===== src/sv/fsrp_pkg.sv =====
// Package for the folded sector ring position block.
// Holds the fixed sizes, derived widths, opcodes, the register address and the result type.
// It depends on nothing else.
package fsrp_pkg;

  localparam int MAX_SECTORS   = 16;
  localparam int COUNT_BITS    = 12;
  localparam int FRACTION_BITS = 16;

  localparam int IDX_W   = $clog2(MAX_SECTORS);
  localparam int SECT_W  = $clog2(MAX_SECTORS + 1);
  localparam int OFF_W   = COUNT_BITS + 1;
  localparam int RING_W  = COUNT_BITS + 2;
  localparam int TOTAL_W = COUNT_BITS + 1 + IDX_W;
  localparam int DEN_W   = RING_W + SECT_W;
  localparam int NUM_W   = DEN_W + 1;
  localparam int DVD_W   = NUM_W + FRACTION_BITS;
  localparam int CNT_W   = $clog2(DVD_W + 1);
  localparam int POS_W   = 16;
  localparam int CFG_W   = 5;
  localparam int PADDR_W = 3;

  localparam logic [1:0] OP_WRITE   = 2'd0;
  localparam logic [1:0] OP_RESTART = 2'd1;
  localparam logic [1:0] OP_ADVANCE = 2'd2;

  localparam logic [PADDR_W-1:0] ADDR_SECTOR_COUNT = 3'd0;

  typedef struct packed {
    logic [POS_W-1:0] position;
    logic             is_folded;
    logic             last;
    logic             in_range;
  } result_t;

endpackage


===== src/sv/folded_sector_ring_position.sv =====
// Top level of the folded sector ring position block: sector table, walk state,
// a bit-serial divider shared by both positions, and the APB register.
// Depends on fsrp_pkg.
//
// Channel   Direction  Handshake                 Payload
// cmd       in         cmd_valid / cmd_ready     opcode, entry_index, folded_count,
//                                                unfolded_count
// res       out        res_valid / res_ready     position, is_folded, last, in_range
// apb       in         psel, penable, pwrite     paddr, pwdata, prdata
//
// A write beat is taken while idle. An advance checks the walk on acceptance, steps over full
// sectors in the skip state and evaluates; then per position it passes a setup state, the
// divider states that shift out the quotient bit by bit and an output state, twice with the
// folded copy. A restart first sums the sectors in use and then goes on like an advance; an
// end beat goes from evaluation to output. Reset is synchronous, clears the walk state, sets
// the register to one, not the table. A stalled result holds the block in its output stage.
module folded_sector_ring_position
  import fsrp_pkg::*;
(
  input  logic                      clk,
  input  logic                      rst,
  input  logic                      cmd_valid,
  output logic                      cmd_ready,
  input  logic [1:0]                opcode,
  input  logic [IDX_W-1:0]          entry_index,
  input  logic [COUNT_BITS-1:0]     folded_count,
  input  logic [COUNT_BITS-1:0]     unfolded_count,
  output logic                      res_valid,
  input  logic                      res_ready,
  output logic [POS_W-1:0]          position,
  output logic                      is_folded,
  output logic                      last,
  output logic                      in_range,
  input  logic                      psel,
  input  logic                      penable,
  input  logic                      pwrite,
  input  logic [PADDR_W-1:0]        paddr,
  input  logic [31:0]               pwdata,
  output logic [31:0]               prdata,
  output logic                      pready
);

  localparam logic [2:0] ST_IDLE = 3'd0;
  localparam logic [2:0] ST_SUM  = 3'd1;
  localparam logic [2:0] ST_SKIP = 3'd2;
  localparam logic [2:0] ST_EVAL = 3'd3;
  localparam logic [2:0] ST_PREP = 3'd4;
  localparam logic [2:0] ST_DIV  = 3'd5;
  localparam logic [2:0] ST_PUT  = 3'd6;

  logic [COUNT_BITS-1:0] folded_table   [MAX_SECTORS];
  logic [COUNT_BITS-1:0] unfolded_table [MAX_SECTORS];

  logic [2:0]               state;
  logic [CFG_W-1:0]         sector_count;
  logic [SECT_W-1:0]        current_sector;
  logic [OFF_W-1:0]         offset_in_sector;
  logic [TOTAL_W-1:0]       ordinal_count;
  logic [TOTAL_W-1:0]       total_count;
  logic [DEN_W-1:0]         den;
  logic [DEN_W-1:0]         base;
  logic                     fold_pend;
  logic                     fold_cur;
  logic                     end_flag;
  logic [DEN_W-1:0]         rem;
  logic [DVD_W-1:0]         dvd;
  logic [POS_W-1:0]         quot;
  logic [CNT_W-1:0]         cnt;
  result_t                  res;

  logic [SECT_W-1:0]        n_use;
  logic [COUNT_BITS-1:0]    rd_f;
  logic [COUNT_BITS-1:0]    rd_u;
  logic [OFF_W-1:0]         rd_len;
  logic [RING_W-1:0]        r_calc;
  logic [NUM_W-1:0]         div_try;
  logic                     div_ge;
  logic [DEN_W-1:0]         rem_next;
  logic [NUM_W-1:0]         num_next;
  logic                     cmd_fire;
  logic                     out_free;
  logic                     cfg_write;

  assign cmd_ready = (state == ST_IDLE);
  assign cmd_fire  = cmd_valid && cmd_ready;
  assign out_free  = !res_valid || res_ready;
  assign pready    = 1'b1;
  assign cfg_write = psel && penable && pwrite && pready;
  assign prdata    = (paddr[PADDR_W-1:2] == ADDR_SECTOR_COUNT[PADDR_W-1:2]) ?
                     32'(sector_count) : 32'd0;

  always_comb begin
    if (sector_count == '0) begin
      n_use = SECT_W'(1);
    end else if (32'(sector_count) > MAX_SECTORS) begin
      n_use = SECT_W'(MAX_SECTORS);
    end else begin
      n_use = SECT_W'(sector_count);
    end
  end

  assign rd_f   = folded_table[current_sector[IDX_W-1:0]];
  assign rd_u   = unfolded_table[current_sector[IDX_W-1:0]];
  assign rd_len = OFF_W'(rd_f) + OFF_W'(rd_u);
  assign r_calc = RING_W'({rd_f, 1'b0}) + RING_W'(rd_u);

  assign div_try  = {rem, dvd[DVD_W-1]};
  assign div_ge   = div_try >= {1'b0, den};
  assign rem_next = div_ge ? DEN_W'(div_try - {1'b0, den}) : DEN_W'(div_try);

  always_comb begin
    if (fold_pend) begin
      if (NUM_W'(base) >= NUM_W'(offset_in_sector)) begin
        num_next = NUM_W'(base) - NUM_W'(offset_in_sector);
      end else begin
        num_next = NUM_W'(base) + NUM_W'(den) - NUM_W'(offset_in_sector);
      end
    end else begin
      num_next = NUM_W'(base) + NUM_W'(offset_in_sector);
    end
  end

  always_ff @(posedge clk) begin
    if (cmd_fire && opcode == OP_WRITE) begin
      folded_table[entry_index]   <= folded_count;
      unfolded_table[entry_index] <= unfolded_count;
    end
  end

  always_ff @(posedge clk) begin
    if (rst) begin
      sector_count <= CFG_W'(1);
    end else if (cfg_write && paddr[PADDR_W-1:2] == ADDR_SECTOR_COUNT[PADDR_W-1:2]) begin
      sector_count <= pwdata[CFG_W-1:0];
    end
  end

  always_ff @(posedge clk) begin
    if (rst) begin
      state            <= ST_IDLE;
      current_sector   <= '0;
      offset_in_sector <= '0;
      ordinal_count    <= '0;
      total_count      <= '0;
      res_valid        <= 1'b0;
      fold_pend        <= 1'b0;
      fold_cur         <= 1'b0;
      end_flag         <= 1'b0;
    end else begin
      if (res_valid && res_ready && state != ST_PUT) begin
        res_valid <= 1'b0;
      end
      unique case (state)
        ST_IDLE: begin
          if (cmd_fire) begin
            case (opcode)
              OP_RESTART: begin
                total_count    <= '0;
                current_sector <= '0;
                state          <= ST_SUM;
              end
              OP_ADVANCE: begin
                if (current_sector < n_use && ordinal_count < total_count) begin
                  ordinal_count    <= ordinal_count + TOTAL_W'(1);
                  offset_in_sector <= offset_in_sector + OFF_W'(1);
                  state            <= ST_SKIP;
                end else begin
                  state <= ST_EVAL;
                end
              end
              default: begin
                state <= ST_IDLE;
              end
            endcase
          end
        end
        ST_SUM: begin
          if (current_sector < n_use) begin
            total_count    <= total_count + TOTAL_W'(rd_len);
            current_sector <= current_sector + SECT_W'(1);
          end else begin
            current_sector   <= '0;
            offset_in_sector <= '0;
            ordinal_count    <= '0;
            state            <= ST_SKIP;
          end
        end
        ST_SKIP: begin
          if (current_sector < n_use && offset_in_sector >= rd_len) begin
            current_sector   <= current_sector + SECT_W'(1);
            offset_in_sector <= '0;
          end else begin
            state <= ST_EVAL;
          end
        end
        ST_EVAL: begin
          if (current_sector >= n_use || ordinal_count >= total_count) begin
            end_flag <= 1'b1;
            state    <= ST_PUT;
          end else begin
            den       <= DEN_W'(r_calc) * DEN_W'(n_use);
            base      <= DEN_W'(current_sector[IDX_W-1:0]) * DEN_W'(r_calc);
            fold_pend <= OFF_W'(rd_f) > offset_in_sector;
            end_flag  <= (r_calc == '0);
            state     <= (r_calc == '0) ? ST_PUT : ST_PREP;
          end
        end
        ST_PREP: begin
          fold_cur <= fold_pend;
          rem      <= '0;
          dvd      <= {num_next, FRACTION_BITS'(0)};
          cnt      <= CNT_W'(DVD_W);
          state    <= ST_DIV;
        end
        ST_DIV: begin
          rem  <= rem_next;
          dvd  <= {dvd[DVD_W-2:0], 1'b0};
          quot <= {quot[POS_W-2:0], div_ge};
          cnt  <= cnt - CNT_W'(1);
          if (cnt == CNT_W'(1)) begin
            state <= ST_PUT;
          end
        end
        ST_PUT: begin
          if (out_free) begin
            res_valid <= 1'b1;
            if (end_flag) begin
              res      <= '{position: '0, is_folded: 1'b0, last: 1'b1, in_range: 1'b0};
              end_flag <= 1'b0;
              state    <= ST_IDLE;
            end else begin
              res <= '{position: quot, is_folded: fold_cur, last: !fold_cur,
                       in_range: 1'b1};
              if (fold_cur) begin
                fold_pend <= 1'b0;
                state     <= ST_PREP;
              end else begin
                state <= ST_IDLE;
              end
            end
          end
        end
        default: begin
          state <= ST_IDLE;
        end
      endcase
    end
  end

  assign position  = res.position;
  assign is_folded = res.is_folded;
  assign last      = res.last;
  assign in_range  = res.in_range;

  a_folded_not_last: assert property (@(posedge clk) disable iff (rst)
    res_valid && is_folded |-> !last && in_range)
    else $error("A folded beat is marked last or out of range.");

  a_end_beat_clean: assert property (@(posedge clk) disable iff (rst)
    res_valid && !in_range |-> position == '0 && last && !is_folded)
    else $error("An end beat carries a position.");

  a_div_den_nonzero: assert property (@(posedge clk) disable iff (rst)
    state == ST_DIV |-> den != '0 && rem < den)
    else $error("The divider runs with a bad divisor or remainder.");

  a_sector_bound: assert property (@(posedge clk) disable iff (rst)
    32'(current_sector) <= MAX_SECTORS)
    else $error("The walk ran past the sector table.");

  a_put_blocks_cmd: assert property (@(posedge clk) disable iff (rst)
    state == ST_PUT && !out_free |=> state == ST_PUT && !cmd_ready)
    else $error("A pending result was dropped while the output stalled.");

endmodule


===== config.mk =====
export PLATFORM = sky130hd
export DESIGN_NAME = folded_sector_ring_position
export DESIGN_NICKNAME = d
export VERILOG_FILES = /design/src/sv/fsrp_pkg.sv /design/src/sv/folded_sector_ring_position.sv
export SDC_FILE = /design/constraint.sdc
export NUM_CORES = 1
export LEC_CHECK = 0
export BUFFER_PORTS_ARGS = -buffer_cell sky130_fd_sc_hd__buf_2
export CORE_MARGIN = 10
export CORE_UTILIZATION = 39
export CTS_CLUSTER_SIZE = 16
export DETAILED_ROUTE_END_ITERATION = 16
export GPL_ROUTABILITY_DRIVEN = 0
export PLACE_DENSITY = 0.59
export SYNTH_ARGS = -nofsm -noshare
export SYNTH_HDL_FRONTEND = slang
export SYNTH_SLANG_ARGS = --single-unit

===== constraint.sdc =====
create_clock -name clk -period 20.9 [get_ports clk]
set_input_delay 6.27 -clock clk [delete_from_list [all_inputs] [get_ports clk]]
set_output_delay 6.27 -clock clk [all_outputs]
set_load 0.03 [all_outputs]

Yosys cells after proc, flatten, opt, wreduce, memory -nomap -nowiden
Memory sizes are Yosys's and may differ from the RTL's. A register that Yosys moved wholly into a read port is not among the register bits.
Cells that the tools add are included.
{"block": "totals", "reg_bits": 197, "latch_bits": 0, "ramBits": 384, "romBits": 0, "inputBits": 72, "out_inout_bits": 54, "word_cells": 162, "memories": 2}
{"block": "classes", "addsub": 12, "mul": 2, "n_div": 0, "magnitude_cmp": 9, "n_eq_ne": 23, "shifts": 0, "muxes": 59, "bitwise_logic": 3, "n_reduce_logical": 32}
{"memory": "folded_table", "words": 16, "word_bits": 12, "read_ports": 1, "rd_clocked_by_memory_dff": 1, "write_ports": 1, "line": "folded_sector_ring_position.sv:51", "source": "logic [COUNT_BITS-1:0] folded_table [MAX_SECTORS];"}
{"memory": "unfolded_table", "words": 16, "word_bits": 12, "read_ports": 1, "rd_clocked_by_memory_dff": 1, "write_ports": 1, "line": "folded_sector_ring_position.sv:52", "source": "logic [COUNT_BITS-1:0] unfolded_table [MAX_SECTORS];"}
{"op": "17-bit 2-to-1 mux", "n": 7}
{"op": "36-bit case mux with 2 select lines", "n": 1}
{"op": "17-bit case mux with 2 select lines", "n": 2}
{"op": "13-bit 2-to-1 mux", "n": 5}
{"op": "20-bit 2-to-1 mux", "n": 2}
{"op": "13-bit case mux with 3 select lines", "n": 1}
{"op": "19-bit case mux with 2 select lines", "n": 1}
{"op": "5-bit 2-to-1 mux", "n": 7}
{"op": "3-bit 2-to-1 mux", "n": 7}
{"op": "3-bit case mux with 7 select lines", "n": 1}
{"op": "18-bit by 19-bit adder with 20-bit output", "n": 1}
{"op": "20-bit by 19-bit >= comparator with 1-bit output", "n": 1}
{"op": "20-bit by 13-bit subtractor with 20-bit output", "n": 1}
{"op": "18-bit by 13-bit adder with 19-bit output", "n": 1}
{"op": "14-bit by 5-bit multiplier with 19-bit output", "n": 1}
{"op": "19-bit 2-to-1 mux", "n": 1}
{"op": "18-bit by 13-bit subtractor with 19-bit output", "n": 1}
{"op": "19-bit subtractor", "n": 1}
{"op": "18-bit by 13-bit >= comparator with 1-bit output", "n": 1}
{"op": "4-bit by 14-bit multiplier with 18-bit output", "n": 1}
{"op": "2-bit != test, second input constant", "n": 9}
{"op": "17-bit by 1-bit adder with 17-bit output, second input constant", "n": 1}
{"op": "17-bit by 13-bit adder with 17-bit output", "n": 1}
{"op": "17-bit >= comparator", "n": 1}
{"op": "41 further kinds", "n": 84}

Logic depth before layout (Yosys ltp)
{"block": "depth", "ltp_word": 9, "depth_mapped": 28, "ltp_nobuf": 25}

Worst setup path after synthesis
No wires, ideal clock.
{"block": "synth_timing", "kind": "input to output", "start": "in paddr[2]", "end": "out prdata[0]", "arrival_time_ns": 6.702, "required_time_ns": 14.630, "slack_ns": 7.928, "cell_stages": 1, "path_buffers": 0, "cell_sequence": "nor2b_1"}
{"block": "synth_between", "elab_chain_len": 1}
{"item": "start: declaration", "line": "folded_sector_ring_position.sv:37", "source": "input logic [PADDR_W-1:0] paddr,"}
{"item": "5-bit 2-to-1 mux", "line": "folded_sector_ring_position.sv:89", "source": "assign prdata = (paddr[PADDR_W-1:2] == ADDR_SECTOR_COUNT[PADDR_W-1:2]) ?"}
{"item": "end: declaration", "line": "folded_sector_ring_position.sv:39", "source": "output logic [31:0] prdata,"}
Every way passes these cells.

Final worst setup path
{"block": "layout_timing", "start": "in paddr[2]", "end": "out prdata[2]"}
The elaborated chain is that of the path after synthesis.

==> flow_metrics.env <==
export IMPL_outcome="completed"
export IMPL_synthArstFlopShare=0
export IMPL_start_util=0.394
export IMPL_fill_cells=7533
export IMPL_finalCritPeriodShare=0.623
export IMPL_cp_arrival_ps=6740
export IMPL_port_buffers=68
export IMPL_wl_per_cell_um=20.1
export IMPL_rr_worst_depth=23
export IMPL_slew_headroom=0.199
export IMPL_cts_max_level=2
export IMPL_tightest_slew_ps=1200
export IMPL_clockBufferDepth=3
export IMPL_io_pins=126
export IMPL_hold_end="quot[15]$_DFFE_PP_"
export IMPL_synth_area_um2=32400
export IMPL_core_area_um2=82200
export IMPL_yosys_most_used_dff="edfxtp_1"
export IMPL_grt_pass1_wl_um=120000
export IMPL_grt_setup_unrepaired="no"
export IMPL_critPathKind="input port to output pin"
export IMPL_routed_wl_um=77200
export IMPL_grt_util_all_layers=0.161
export IMPL_drv_slew=0
export IMPL_drtPass1Iterations=5
export IMPL_setup_slack_ps=7890
export IMPL_finalSetupTns_ps=0
export IMPL_antenna_left=0
export IMPL_ys_types=66
export IMPL_clockRootBuffer="clkbuf_16"
export IMPL_layout_drive_gt1_share=0.126
export IMPL_synth_edf_count=501
export IMPL_numCtsBuffers=60
export IMPL_antenna_found_initial=6
export IMPL_clock_skew_ps=53.7
export IMPL_syn_area_per_cell_um2=12.2
export IMPL_die_w_um=308
export IMPL_drc=0
export IMPL_grt_pass1_vias=20900
export IMPL_ctsHoldBuffers=0
export IMPL_syn2layout_area_growth_pct=11.0
export IMPL_dp_hpwl_um=52700
export IMPL_ys_top_cells_by_area="edfxtp_1 46%, mux4_2 8.3%, ha_1 8.1%"
export IMPL_design_die_area_um2=94900
export IMPL_grt_ovfl_total=0
export IMPL_hold_viol=0
export IMPL_powerDensity_nw_per_um2=104
export IMPL_cts_setup_buffers=0
export IMPL_num_nets_final=3083
export IMPL_hold_depth=0
export IMPL_syn_inst=2648
export IMPL_final_cell_mix="501 x edfxtp_1, 267 x inv_1, 239 x nor2_1, 209 x ha_1"
export IMPL_drtIter0Drc=1471
export IMPL_post_dp_cell_area_um2=34000
export IMPL_fmax_mhz=76.8
export IMPL_cts_tree="built"
export IMPL_post_cts_resized=0
export IMPL_critPathRequiredTime_ps=14630
export IMPL_r2r_end="den[17]$_DFFE_PP_"
export IMPL_cts_reportedPaths_clkPinSlew_ps=60
export IMPL_yosys_warnings=0
export IMPL_post_drt_via_cell_ratio=5.37
export IMPL_period_needed_ps=13010
export IMPL_p_leak_nw=13.6
export IMPL_maxCapViolCount=0
export IMPL_grt_max_degree=53
export IMPL_worstSetupStartpointType="input port"
export IMPL_final_area_um2=35900
export IMPL_synth_sequential_area_ratio=0.507
export IMPL_hold_start="quot[14]$_DFFE_PP_"
export IMPL_crit_path_max_fanout=6
export IMPL_rrSetupSlack_ps=12330
export IMPL_synth_seq_cells=569
export IMPL_holdWs_ps=438
export IMPL_setup_viol_count_final=0
export IMPL_netlist_area_leader_share=0.465
export IMPL_die_h_um=308
export IMPL_rows=105
export IMPL_ir_drop_v=0.0000737
export IMPL_pre_cts_slack_ps=7890
export IMPL_via_count=20600
export IMPL_synth_top_area_cell="edfxtp_1"
export IMPL_layout_commonest_cell="edfxtp_1"
export IMPL_clkLatencyLatePin_ps=660
export IMPL_hp_class="register to register"
export IMPL_end_kind="output pin"
export IMPL_cts_sinks=569
## per-stage QoR
stage / cells / total power, mW / utilization
2_1_floorplan: 2674 / 2.35 / -
3_3_place_gp: 3731 / 2.66 / 0.413
3_5_place_dp: 3731 / 2.70 / 0.413
4_1_cts: 3844 / 3.77 / 0.437
5_1_grt: 3844 / 3.96 / 0.437
6_report: 3845 / 3.73 / 0.437
## power by group
group / total [mW] / switching, mW / leakage, nW / internal (mW)
clock: 1.06 / 0.451 / 0.965 / 0.612
sequential: 1.35 / 0.0515 / 5.07 / 1.30
combinational: 1.33 / 0.787 / 7.54 / 0.538
## cells in the mapped netlist (5+ instances only)
| cell type | n |
|---|---|
| buf_4 | 28 |
| edfxtp_1 | 501 |
| o21ai_0 | 88 |
| and2_1 | 30 |
| o31ai_1 | 12 |
| o2111ai_1 | 6 |
| nor3_1 | 48 |
| clkbuf_1 | 74 |
| a21o_1 | 49 |
| mux4_2 | 120 |
| o211ai_1 | 8 |
| o21bai_1 | 12 |
| or4_1 | 6 |
| a31oi_1 | 13 |
| a21oi_1 | 127 |
| or2_2 | 16 |
| a211oi_1 | 22 |
| a2111oi_0 | 5 |
| nand2b_1 | 30 |
| mux2i_1 | 24 |
| xor2_1 | 35 |
| a211o_1 | 11 |
| and3_1 | 13 |
| nand2_1 | 127 |
| nand3_1 | 60 |
| o21a_1 | 19 |
| nor2_1 | 251 |
| inv_1 | 267 |
| ha_1 | 209 |
| buf_1 | 9 |
| nor4_1 | 15 |
| or3_1 | 13 |
| xnor2_1 | 105 |
| dfxtp_1 | 68 |
| a22oi_1 | 11 |
| a21boi_0 | 5 |
| nand3b_1 | 8 |
| nand4_1 | 17 |
| o31a_1 | 6 |
| nor2b_1 | 46 |
| o22ai_1 | 8 |
| fa_1 | 79 |
## worst max-delay path by stage
stage,startpoint,to,slack [ps]
2_1_floorplan,paddr[2],prdata[0],7930
3_3_place_gp,paddr[2],prdata[0],7900
3_5_place_dp,paddr[2],prdata[2],7890
4_1_cts,paddr[2],prdata[2],7890
5_1_grt,paddr[2],prdata[4],7860
6_report,paddr[2],prdata[2],7890
## metal layers
metal	up-vias	global-route usage	part of all wire
li1	9725	-	-
met1	10200	0.207	0.43
met2	551	0.272	0.48
met3	139	0.0273	0.053
met4	10	0.0534	0.031
met5	-	0	0.00093
## registers in the layout, summed over array words and instances (netlist names), 3 cells and up, named ones only
name and flops:
sector_count 5, offset_in_sector 13, rem 19, den 19
folded_table 192, dvd 20, quot 16, unfolded_table 192
ordinal_count 17, base 18, position 16, state 3
cnt 6, total_count 17, current_sector 5
## critical path, stage by stage
cell	delay (ps)
buf_2	130
nor2b_1	120
buf_2	210
## kinds of logic after synthesis
logic type      count (synthesis)  synth area share
simple gates                  693             0.102
xor+xnor                      140            0.0379
other cells                     2          0.000232
flops                         569             0.507
mux                           144            0.0909
fa+ha+maj                     288             0.130
compound gates                432            0.0854
buf+inv                       380            0.0474
## layout make-up
| class | instances | area [um2] | share of cell area |
|---|---|---|---|
| sequential | 569 | 16400 | 0.457 |
| multi-input combinational | 1725 | 14600 | 0.407 |
| clock buffer | 84 | 1640 | 0.0457 |
| tap | 1070 | 1340 | 0.0373 |
| inverter | 267 | 1000 | 0.0279 |
| timing repair buffer | 100 | 581 | 0.0162 |
| clock inverter | 29 | 333 | 0.00926 |
| antenna | 1 | 2.50 | 0.0000697 |
(Power assumes the default switching activity.)
